**src/design/url_percent_decoder_path_check_assert.svh**
```systemverilog
// ----------------------------------------------------------------------------
// URL percent decoder assertion macros
// Concurrent assertion shorthands shared by the decoder RTL. Define ASSERT_OFF
// to compile them away.
// ----------------------------------------------------------------------------
`ifndef URL_PERCENT_DECODER_PATH_CHECK_ASSERT_SVH
`define URL_PERCENT_DECODER_PATH_CHECK_ASSERT_SVH

`ifndef ASSERT_OFF

// Same-cycle implication, checked on every rising edge outside reset.
`define URLPD_ASSERT_IMPL(label, clk, rst_n, ante, cons, msg) \
	label: assert property (@(posedge clk) disable iff (!(rst_n)) (ante) |-> (cons)) \
		else $error(msg);

// Next-cycle implication, checked on every rising edge outside reset.
`define URLPD_ASSERT_NEXT(label, clk, rst_n, ante, cons, msg) \
	label: assert property (@(posedge clk) disable iff (!(rst_n)) (ante) |=> (cons)) \
		else $error(msg);

`else

`define URLPD_ASSERT_IMPL(label, clk, rst_n, ante, cons, msg)
`define URLPD_ASSERT_NEXT(label, clk, rst_n, ante, cons, msg)

`endif

`endif

```
**src/design/urlpd_pkg.sv**
```systemverilog
// ----------------------------------------------------------------------------
// URL percent decoder package
// Character codes, decode state and result types and a hex digit helper for the
// decoder step logic; the top level shares the types and the reset state.
// ----------------------------------------------------------------------------
package urlpd_pkg;

	// Characters the decoder reacts to.
	localparam logic [7:0] CH_PERCENT  = 8'h25;
	localparam logic [7:0] CH_PLUS     = 8'h2B;
	localparam logic [7:0] CH_QUESTION = 8'h3F;
	localparam logic [7:0] CH_SPACE    = 8'h20;
	localparam logic [7:0] CH_SLASH    = 8'h2F;
	localparam logic [7:0] CH_DOT      = 8'h2E;

	// Escape sequence phase.
	typedef enum logic [1:0] {
		PH_NORMAL = 2'd0,
		PH_HI     = 2'd1,
		PH_LO     = 2'd2
	} esc_phase_t;

	// Decoder state carried from one byte to the next.
	typedef struct packed {
		esc_phase_t phase;
		logic [3:0] hi_nibble;
		logic       query_mode;
		logic       decode_error;
		logic       path_nonempty;
		logic       path_first_bad;
		logic       previous_dot;
		logic       dotdot_seen;
	} dec_state_t;

	localparam dec_state_t ST_RESET = '{
		phase:          PH_NORMAL,
		hi_nibble:      4'h0,
		query_mode:     1'b0,
		decode_error:   1'b0,
		path_nonempty:  1'b0,
		path_first_bad: 1'b0,
		previous_dot:   1'b0,
		dotdot_seen:    1'b0
	};

	// One result item.
	typedef struct packed {
		logic [7:0] decoded_byte;
		logic       decoded_valid;
		logic       in_query;
		logic       uri_done;
		logic       verdict;
	} dec_result_t;

	// Returns {is_hex, digit value} for an ASCII byte.
	function automatic logic [4:0] hex_digit(input logic [7:0] c);
		logic [7:0] d;
		logic       ok;
		d  = 8'h00;
		ok = 1'b0;
		if (c inside {[8'h30:8'h39]}) begin
			d  = c - 8'h30;
			ok = 1'b1;
		end else if (c inside {[8'h41:8'h46]}) begin
			d  = c - 8'h37;
			ok = 1'b1;
		end else if (c inside {[8'h61:8'h66]}) begin
			d  = c - 8'h57;
			ok = 1'b1;
		end
		return {ok, d[3:0]};
	endfunction

endpackage

```
**src/design/urlpd_step.sv**
```systemverilog
// ----------------------------------------------------------------------------
// URL percent decoder step
// Combinational update for one input item: decodes the byte, tracks the path
// checks, forms the verdict on the end item and returns the next state.
// ----------------------------------------------------------------------------
module urlpd_step
	import urlpd_pkg::*;
(
	input  dec_state_t  cur,
	input  logic [7:0]  uri_byte,
	input  logic        byte_present,
	input  logic        end_of_uri,
	output dec_state_t  nxt,
	output dec_result_t res
);

	logic [4:0] hex;
	logic       emit;
	logic [7:0] dec_b;
	logic       q_bit;
	logic       bad;

	assign hex = hex_digit(uri_byte);

	// Byte decode and state update.
	always_comb begin
		nxt   = cur;
		emit  = 1'b0;
		dec_b = 8'h00;
		if (byte_present) begin
			case (cur.phase)
				PH_HI, PH_LO: begin
					if (!hex[4]) begin
						nxt.decode_error = 1'b1;
						nxt.phase        = PH_NORMAL;
					end else if (cur.phase == PH_HI) begin
						nxt.hi_nibble = hex[3:0];
						nxt.phase     = PH_LO;
					end else begin
						dec_b     = {cur.hi_nibble, hex[3:0]};
						emit      = 1'b1;
						nxt.phase = PH_NORMAL;
					end
				end
				default: begin
					// An unreachable phase code behaves like the normal phase.
					nxt.phase = PH_NORMAL;
					if (uri_byte == CH_PERCENT) begin
						nxt.phase = PH_HI;
					end else if (uri_byte == CH_PLUS) begin
						dec_b = CH_SPACE;
						emit  = 1'b1;
					end else if (uri_byte == CH_QUESTION) begin
						nxt.query_mode = 1'b1;
					end else begin
						dec_b = uri_byte;
						emit  = 1'b1;
					end
				end
			endcase
		end

		// Path checks only see bytes decoded before the query part.
		q_bit = nxt.query_mode;
		if (emit && !nxt.query_mode) begin
			if (!cur.path_nonempty) begin
				nxt.path_first_bad = (dec_b != CH_SLASH);
			end
			nxt.path_nonempty = 1'b1;
			if (dec_b == CH_DOT && cur.previous_dot) begin
				nxt.dotdot_seen = 1'b1;
			end
			nxt.previous_dot = (dec_b == CH_DOT);
		end

		bad = nxt.decode_error || (nxt.phase != PH_NORMAL) || !nxt.path_nonempty ||
			nxt.path_first_bad || nxt.dotdot_seen;

		// The end item closes the URI and clears all state.
		if (end_of_uri) begin
			nxt = ST_RESET;
		end
	end

	// Result item.
	always_comb begin
		res.decoded_byte  = emit ? dec_b : 8'h00;
		res.decoded_valid = emit;
		res.in_query      = emit & q_bit;
		res.uri_done      = end_of_uri;
		res.verdict       = end_of_uri & bad;
	end

endmodule

```
**src/design/url_percent_decoder_path_check.sv**
```systemverilog
// ----------------------------------------------------------------------------
// URL percent decoder with path check
// Streams a request URI one byte per transaction, decodes escapes and '+',
// splits path from query at the first '?', and flags bad requests.
// ----------------------------------------------------------------------------
// The block takes one transaction per clock cycle while the output side is not
// stalled, and gives exactly one result transaction for each. Each item passes
// from the input register through the decode step into the output register,
// which presents the result. The combinational decode step between the two
// registers also updates the decode state.
// A stall on the output side holds the output register; the input register then
// keeps one more transaction before ready drops.
// ----------------------------------------------------------------------------
module url_percent_decoder_path_check
	import urlpd_pkg::*;
(
	input  logic       clk,
	input  logic       arst_n,

	input  logic       s_tvalid,
	output logic       s_tready,
	input  logic [7:0] s_tdata,   // [7:0] uri_byte
	input  logic       s_tlast,   // end_of_uri
	input  logic       s_tuser,   // [0] byte_present

	output logic       m_tvalid,
	input  logic       m_tready,
	output logic [7:0] m_tdata,   // [7:0] decoded_byte
	output logic       m_tlast,   // uri_done
	output logic [2:0] m_tuser    // [0] decoded_valid, [1] in_query, [2] verdict
);

	logic        valid_s1;
	logic [7:0]  byte_s1;
	logic        present_s1;
	logic        last_s1;

	logic        valid_s2;
	dec_result_t res_s2;

	dec_state_t  state_q;
	dec_state_t  state_nxt;
	dec_result_t res_nxt;

	logic        adv_s2;
	logic        adv_s1;

	// Handshake: the output register takes a new item when empty or drained.
	assign adv_s2   = !valid_s2 || m_tready;
	assign adv_s1   = valid_s1 && adv_s2;
	assign s_tready = !valid_s1 || adv_s2;

	// Input register.
	always_ff @(posedge clk or negedge arst_n) begin
		if (!arst_n) begin
			valid_s1 <= 1'b0;
		end else if (s_tready) begin
			valid_s1 <= s_tvalid;
		end
	end

	always_ff @(posedge clk) begin
		if (s_tready && s_tvalid) begin
			byte_s1    <= s_tdata;
			present_s1 <= s_tuser;
			last_s1    <= s_tlast;
		end
	end

	// Decode step.
	urlpd_step u_step (
		.cur          (state_q),
		.uri_byte     (byte_s1),
		.byte_present (present_s1),
		.end_of_uri   (last_s1),
		.nxt          (state_nxt),
		.res          (res_nxt)
	);

	// Decode state advances as each item moves into the output register.
	always_ff @(posedge clk or negedge arst_n) begin
		if (!arst_n) begin
			state_q <= ST_RESET;
		end else if (adv_s1) begin
			state_q <= state_nxt;
		end
	end

	// Output register.
	always_ff @(posedge clk or negedge arst_n) begin
		if (!arst_n) begin
			valid_s2 <= 1'b0;
		end else if (adv_s2) begin
			valid_s2 <= valid_s1;
		end
	end

	always_ff @(posedge clk) begin
		if (adv_s1) begin
			res_s2 <= res_nxt;
		end
	end

	assign m_tvalid = valid_s2;
	assign m_tdata  = res_s2.decoded_byte;
	assign m_tlast  = res_s2.uri_done;
	assign m_tuser  = {res_s2.verdict, res_s2.in_query, res_s2.decoded_valid};

	// Checks on the decoder's own logic.
	`include "url_percent_decoder_path_check_assert.svh"

	`URLPD_ASSERT_IMPL(a_verdict_on_end, clk, arst_n, m_tvalid && m_tuser[2], m_tlast, "verdict outside end item")
	`URLPD_ASSERT_IMPL(a_query_with_byte, clk, arst_n, m_tvalid && m_tuser[1], m_tuser[0], "in_query without a byte")
	`URLPD_ASSERT_NEXT(a_state_cleared, clk, arst_n, adv_s1 && last_s1, state_q == ST_RESET, "state not cleared after end item")

endmodule

```
**config.mk**
```make
export PLATFORM = sky130hd
export DESIGN_NAME = url_percent_decoder_path_check
export DESIGN_NICKNAME = d
export VERILOG_FILES = /design/src/design/urlpd_pkg.sv /design/src/design/urlpd_step.sv /design/src/design/url_percent_decoder_path_check.sv
export VERILOG_INCLUDE_DIRS = /design/src /design/src/design
export SDC_FILE = /design/constraint.sdc
export NUM_CORES = 1
export LEC_CHECK = 0
export BUFFER_PORTS_ARGS = -buffer_cell sky130_fd_sc_hd__buf_2
export CELL_PAD_IN_SITES_DETAIL_PLACEMENT = 1
export CELL_PAD_IN_SITES_GLOBAL_PLACEMENT = 2
export CORE_MARGIN = 5
export CORE_UTILIZATION = 39
export CTS_BUF_LIST = sky130_fd_sc_hd__clkbuf_4 sky130_fd_sc_hd__clkbuf_8 sky130_fd_sc_hd__clkbuf_16
export CTS_CLUSTER_DIAMETER = 80
export DETAILED_ROUTE_END_ITERATION = 8
export PLACE_DENSITY = 0.94
export SLEW_MARGIN = 20
export SYNTH_ARGS = -nofsm -noshare
export SYNTH_HDL_FRONTEND = slang
export SYNTH_SLANG_ARGS = --single-unit
```
**constraint.sdc**
```tcl
create_clock -name clk -period 4.58 [get_ports clk]
set_input_delay 0.687 -clock clk [delete_from_list [all_inputs] [get_ports clk]]
set_output_delay 0.687 -clock clk [all_outputs]
set_load 0.005 [all_outputs]
```
## Word level (Yosys, flattened, before mapping)

Index checks and enable logic that the tools add are counted.

- Flip-flop bits (word level): 36

- Eq/ne operators: 7
- Add/subtract/negate cells: 3
- $lt $le $gt $ge: 6
- Reductions and logical operators: 26
- Muxes and demuxes: 38
- Bitwise logic cells: 2

Operators by type and width:

| operator | count |
|---|---|
| 8-bit two-way mux | 8 |
| 8-bit by 6-bit == test with 1-bit output, second input constant | 4 |
| 4-bit two-way mux | 7 |
| 1-bit two-way mux | 19 |
| 8-bit by 7-bit >= comparator with 1-bit output, second input constant | 2 |
| 8-bit by 7-bit less-or-equal comparator with 1-bit output, second input constant | 2 |
| 12-bit two-way mux | 1 |
| 2-bit nonzero test | 6 |
| 8-bit by 6-bit >= comparator with 1-bit output, second input constant | 1 |
| 8-bit by 6-bit less-or-equal comparator with 1-bit output, second input constant | 1 |
| 8-bit by 6-bit inequality test with 1-bit output, second input constant | 1 |
| 4-bit by 3-bit subtractor with 4-bit output, second input constant | 2 |
| 1-bit logical AND | 7 |
| 1-bit logical OR | 6 |
| 2-bit two-way mux | 3 |
| 5-bit AND reduction | 1 |
| 1-bit zero test | 4 |
| 4-bit by 1-bit subtractor with 4-bit output, second input constant | 1 |
| 1-bit AND | 2 |
| 2-bit by 1-bit == test with 1-bit output, second input constant | 1 |
| 2-bit == test, second input constant | 1 |
| 2-bit AND reduction | 1 |
| 2-bit OR reduction | 1 |

## Logic depth before layout (Yosys ltp)

- Word-level depth: 18
- Mapped depth: 10

## Hierarchy

From an unflattened synthesis, not the netlist that was laid out.

- Cells, all modules: 180
- Area, all modules: 2120.8 µm²

Modules (own cells, without submodules):

| module | times used | cells an instance | area each (µm²) |
|---|---|---|---|
| url_percent_decoder_path_check | 1 | 56 | 1256.2 |
| urlpd_step | 1 | 124 | 864.6 |

## Least setup slack after synthesis

Ideal clock, no wire load.

- Path kind: flip-flop to flip-flop
- From: register byte_s1[0]
- To: register res_s2, in the netlist m_tuser[2] (data pin)
- Arrival: 2573 ps
- Period minus slack after synthesis: 2832 ps
- Path slack: 1748 ps
- Cell stages (with the launch flop): 11
- Library setup time: 259 ps
- Cell sequence: edfxtp_1 inv_1 ha_1 o21bai_1 a21oi_1 a21oi_2 o32ai_1 or3_4 nor4_4 a2bb2oi_2 o31a_1

RTL lines:

| what | line | RTL |
|---|---|---|
| start: declaration | url_percent_decoder_path_check.sv:34 | `logic [7:0] byte_s1;` |
| start signal: assignment | url_percent_decoder_path_check.sv:64 | `byte_s1 <= s_tdata;` |
| end signal: assignment | url_percent_decoder_path_check.sv:100 | `res_s2 <= res_nxt;` |
| end: declaration | url_percent_decoder_path_check.sv:39 | `dec_result_t res_s2;` |

==> qor.yml <==
synthesis:
  synthDistinctLibCells: 53
  synth-compound-area-share: 0.192
  async_flop_share: 0.389
  synth_top_family_by_area: "simple AND/OR/NAND/NOR gates"
  synth_top_area_cell: "edfxtp_1"
  ys_seq_area_frac: 0.521
  yosysWarnings: 0
  synth_area_leaders: "edfxtp_1 (34%), dfrtp_1 (18%), nor2_1 (4.3%)"
  avgSynthCellArea_um2: 10.6
  synth_top_cells_by_count: "edfxtp_1 (22), nor2_1 (22), nand2_1 (16), dfrtp_1 (14), a21oi_1 (11)"
  synth_edf_count: 22
  syn_area_mm2: 0.00194
  synth_xor_area_frac: 0.00451
  yosys.area_share.simple: 0.198
  synth_top_area_frac: 0.340
  syn_nets: 202
  yosys_register_bits: 36
  yosys.area_share.adder: 0.0322
  synth_mux_area_frac: 0.0168
  ys.flop_type: "edfxtp_1"
  syn-instance-count: 183
finish:
  syn_to_final_growth_pct: 14.4
  final_nets: 230
  layout-drive-gt1-share: 0.208
  antenna_cells: 0
  final_util: 0.464
  fillers: 543
floorplan:
  die_w_um: 80.6
  fp.dieH_um: 80.6
  start_util: 0.406
  rows: 25
  core_mm2: 0.00479
  io_pins: 28
  dieArea_mm2: 0.00649
clock_network:
  cts_max_path_buffers: 2
  post_cts_resized: 0
  clk-insertion-delay-late_ns: 0.29
  cts_tree: "done"
  ctsHoldBuffers: 0
  clkTransAtPathRegs_ns: 0.07
  postCtsSetupRepairBufs: 0
  root_buffer: "clkbuf_8"
  ctsHtreeMaxLevel: 2
  clock-sinks: 36
  numCtsBuffers: 5
routing:
  drt_wl_total_mm: 4.58
  drt_iter0_markers: 106
  drc: 0
  drtPass1Iterations: 4
  viasPerCell: 5.51
  ant_nets: 0
  wl_per_cell_um: 16.4
  vias: 1536
global_routing:
  grt_pass1_vias: 1643
  grt_pass1_wl_mm: 7.92
  grt_max_degree: 22
  antenna_found_initial: 0
  grt-ovfl-total: 0
  grt_usage: 0.162
timing:
  clock.fmax_mhz: 312
  slew-limit-headroom: 0.564
  rsz0062_at_grt: "no"
  period_minus_slack_ns: 3.20
  finalSetupViolCount: 0
  tns_ns: 0
  max_slew.worst_pin.slew_ns: 0.645
  period_share: 0.700
  drv_slew: 0
  final_hold_viol_count: 0
  fin_skew_ns: 0.0129
critical_path:
  arrival_ns: 3.25
  cp-end-kind: "flip-flop"
  worstSetupPathType: "flip-flop to flip-flop"
  required_ns: 4.63
  critPathMaxFanout: 9
  critPathLaunchType: "flip-flop"
power:
  ir_worst_vdd_mv: 0.199
  finalPower_uw: 710
  p_leak_nw: 0.891
  power_density_mw_per_mm2: 320
run_status:
  outcome: "complete, no violations"
min_path:
  hold_path_class: "input pin to asynchronous set/reset pin"
place:
  port_buffers: 27
  gp_congestion: 0.867
  place_hpwl_mm: 3.50
flow_run:
  max-cap-violations: 0
area by class of cell:
| class | instances | area [µm²] | share of cell area |
|---|---|---|---|
| clock inverter | 1 | 5.00 | 0.00225 |
| timing repair buffer | 27 | 135 | 0.0608 |
| inverter | 11 | 41.3 | 0.0186 |
| sequential | 36 | 1010 | 0.455 |
| clock buffer | 7 | 83.8 | 0.0377 |
| multi-input combinational | 130 | 861 | 0.388 |
| tap | 67 | 83.8 | 0.0377 |
where the power goes:
group	switching (mW)	internal, mW
Sequential	0.0209	0.371
Combinational	0.0530	0.0383
Clock	0.108	0.118
per-stage QoR:
| stage | hold slack [ns] | setup slack, ns | cell area (µm²) | std cells |
|---|---|---|---|---|
| final | 0.276 | 1.38 | 2220 | 279 |
| after floorplan | 0.391 | 1.75 | 1940 | 183 |
| after global routing | 0.305 | 1.13 | 2220 | 279 |
| after global placement | 0.480 | 1.50 | 2130 | 271 |
| after detailed placement | 0.484 | 1.40 | 2130 | 271 |
| after CTS | 0.292 | 1.38 | 2220 | 279 |
layout by cell type, fill, tap and decap left out, types with 3 or more instances in the layout:
cell and n:
nor2_1 22, inv_1 9, clkbuf_8 5, nand2_1 16, o22ai_1 3, buf_2 27
a41oi_1 4, edfxtp_1 22, o21ai_1 4, nand2b_1 5, ha_1 5, o21ai_0 5
a22oi_1 6, a21oi_1 11, dfrtp_1 14, and2_1 3
per-layer routing:
layer / GRT usage / wire (µm) / vias to the layer above
met5: 0 / 0 / -
met3: 0.0404 / 216 / 10
met2: 0.272 / 2230 / 40
met4: 0.0608 / 81 / 0
met1: 0.200 / 2050 / 750
li1: - / - / 736
logic make-up (layout without fill, tap and decap cells):
kind of cell | Yosys count | after routing
AND/OR/NAND/NOR | 69 | 69
AO/OA/AOI/OAI | 52 | 52
flip-flops | 36 | 36
buffers and inverters | 17 | 46
adder cells (fa/ha/maj) | 5 | 5
multiplexers | 3 | 3
XOR/XNOR | 1 | 1
critical path, stage by stage (launching register included):
cell and delay [ns]:
edfxtp_1 0.48, inv_1 0.14, ha_1 0.27, o21bai_1 0.13, a21oi_1 0.18, a21oi_2 0.45
o32ai_1 0.15, or3_4 0.35, nor4_4 0.37, a2bb2oi_2 0.10, o31a_1 0.31
sequential cells by signal (all words and copies together) (netlist names):
name / count
m_tuser: 3
last_s1: 1
m_tdata: 8
m_tlast: 1
byte_s1: 8
m_tvalid: 1
state_q: 12
present_s1: 1
valid_s1: 1
path summary, 6_finish.rpt:
path / startpoint / cells past startpoint / slack (ns) / end
setup reg to reg: byte_s1[0]$_DFFE_PP_ / 10 / 1.38 / m_tuser[2]$_DFFE_PP_
setup / recovery: byte_s1[0]$_DFFE_PP_ / 10 / 1.38 / m_tuser[2]$_DFFE_PP_
min in group clk: valid_s1$_DFFE_PN0N_ / 1 / 0.50 / m_tvalid$_DFFE_PN0P_
max in group asynchronous: arst_n / 1 / 4.05 / state_q[7]$_DFFE_PN0P_
hold reg to reg: valid_s1$_DFFE_PN0N_ / 1 / 0.50 / m_tvalid$_DFFE_PN0P_
hold / removal: arst_n / 1 / 0.28 / state_q[3]$_DFFE_PN0P_
(Power assumes the default switching activity.)
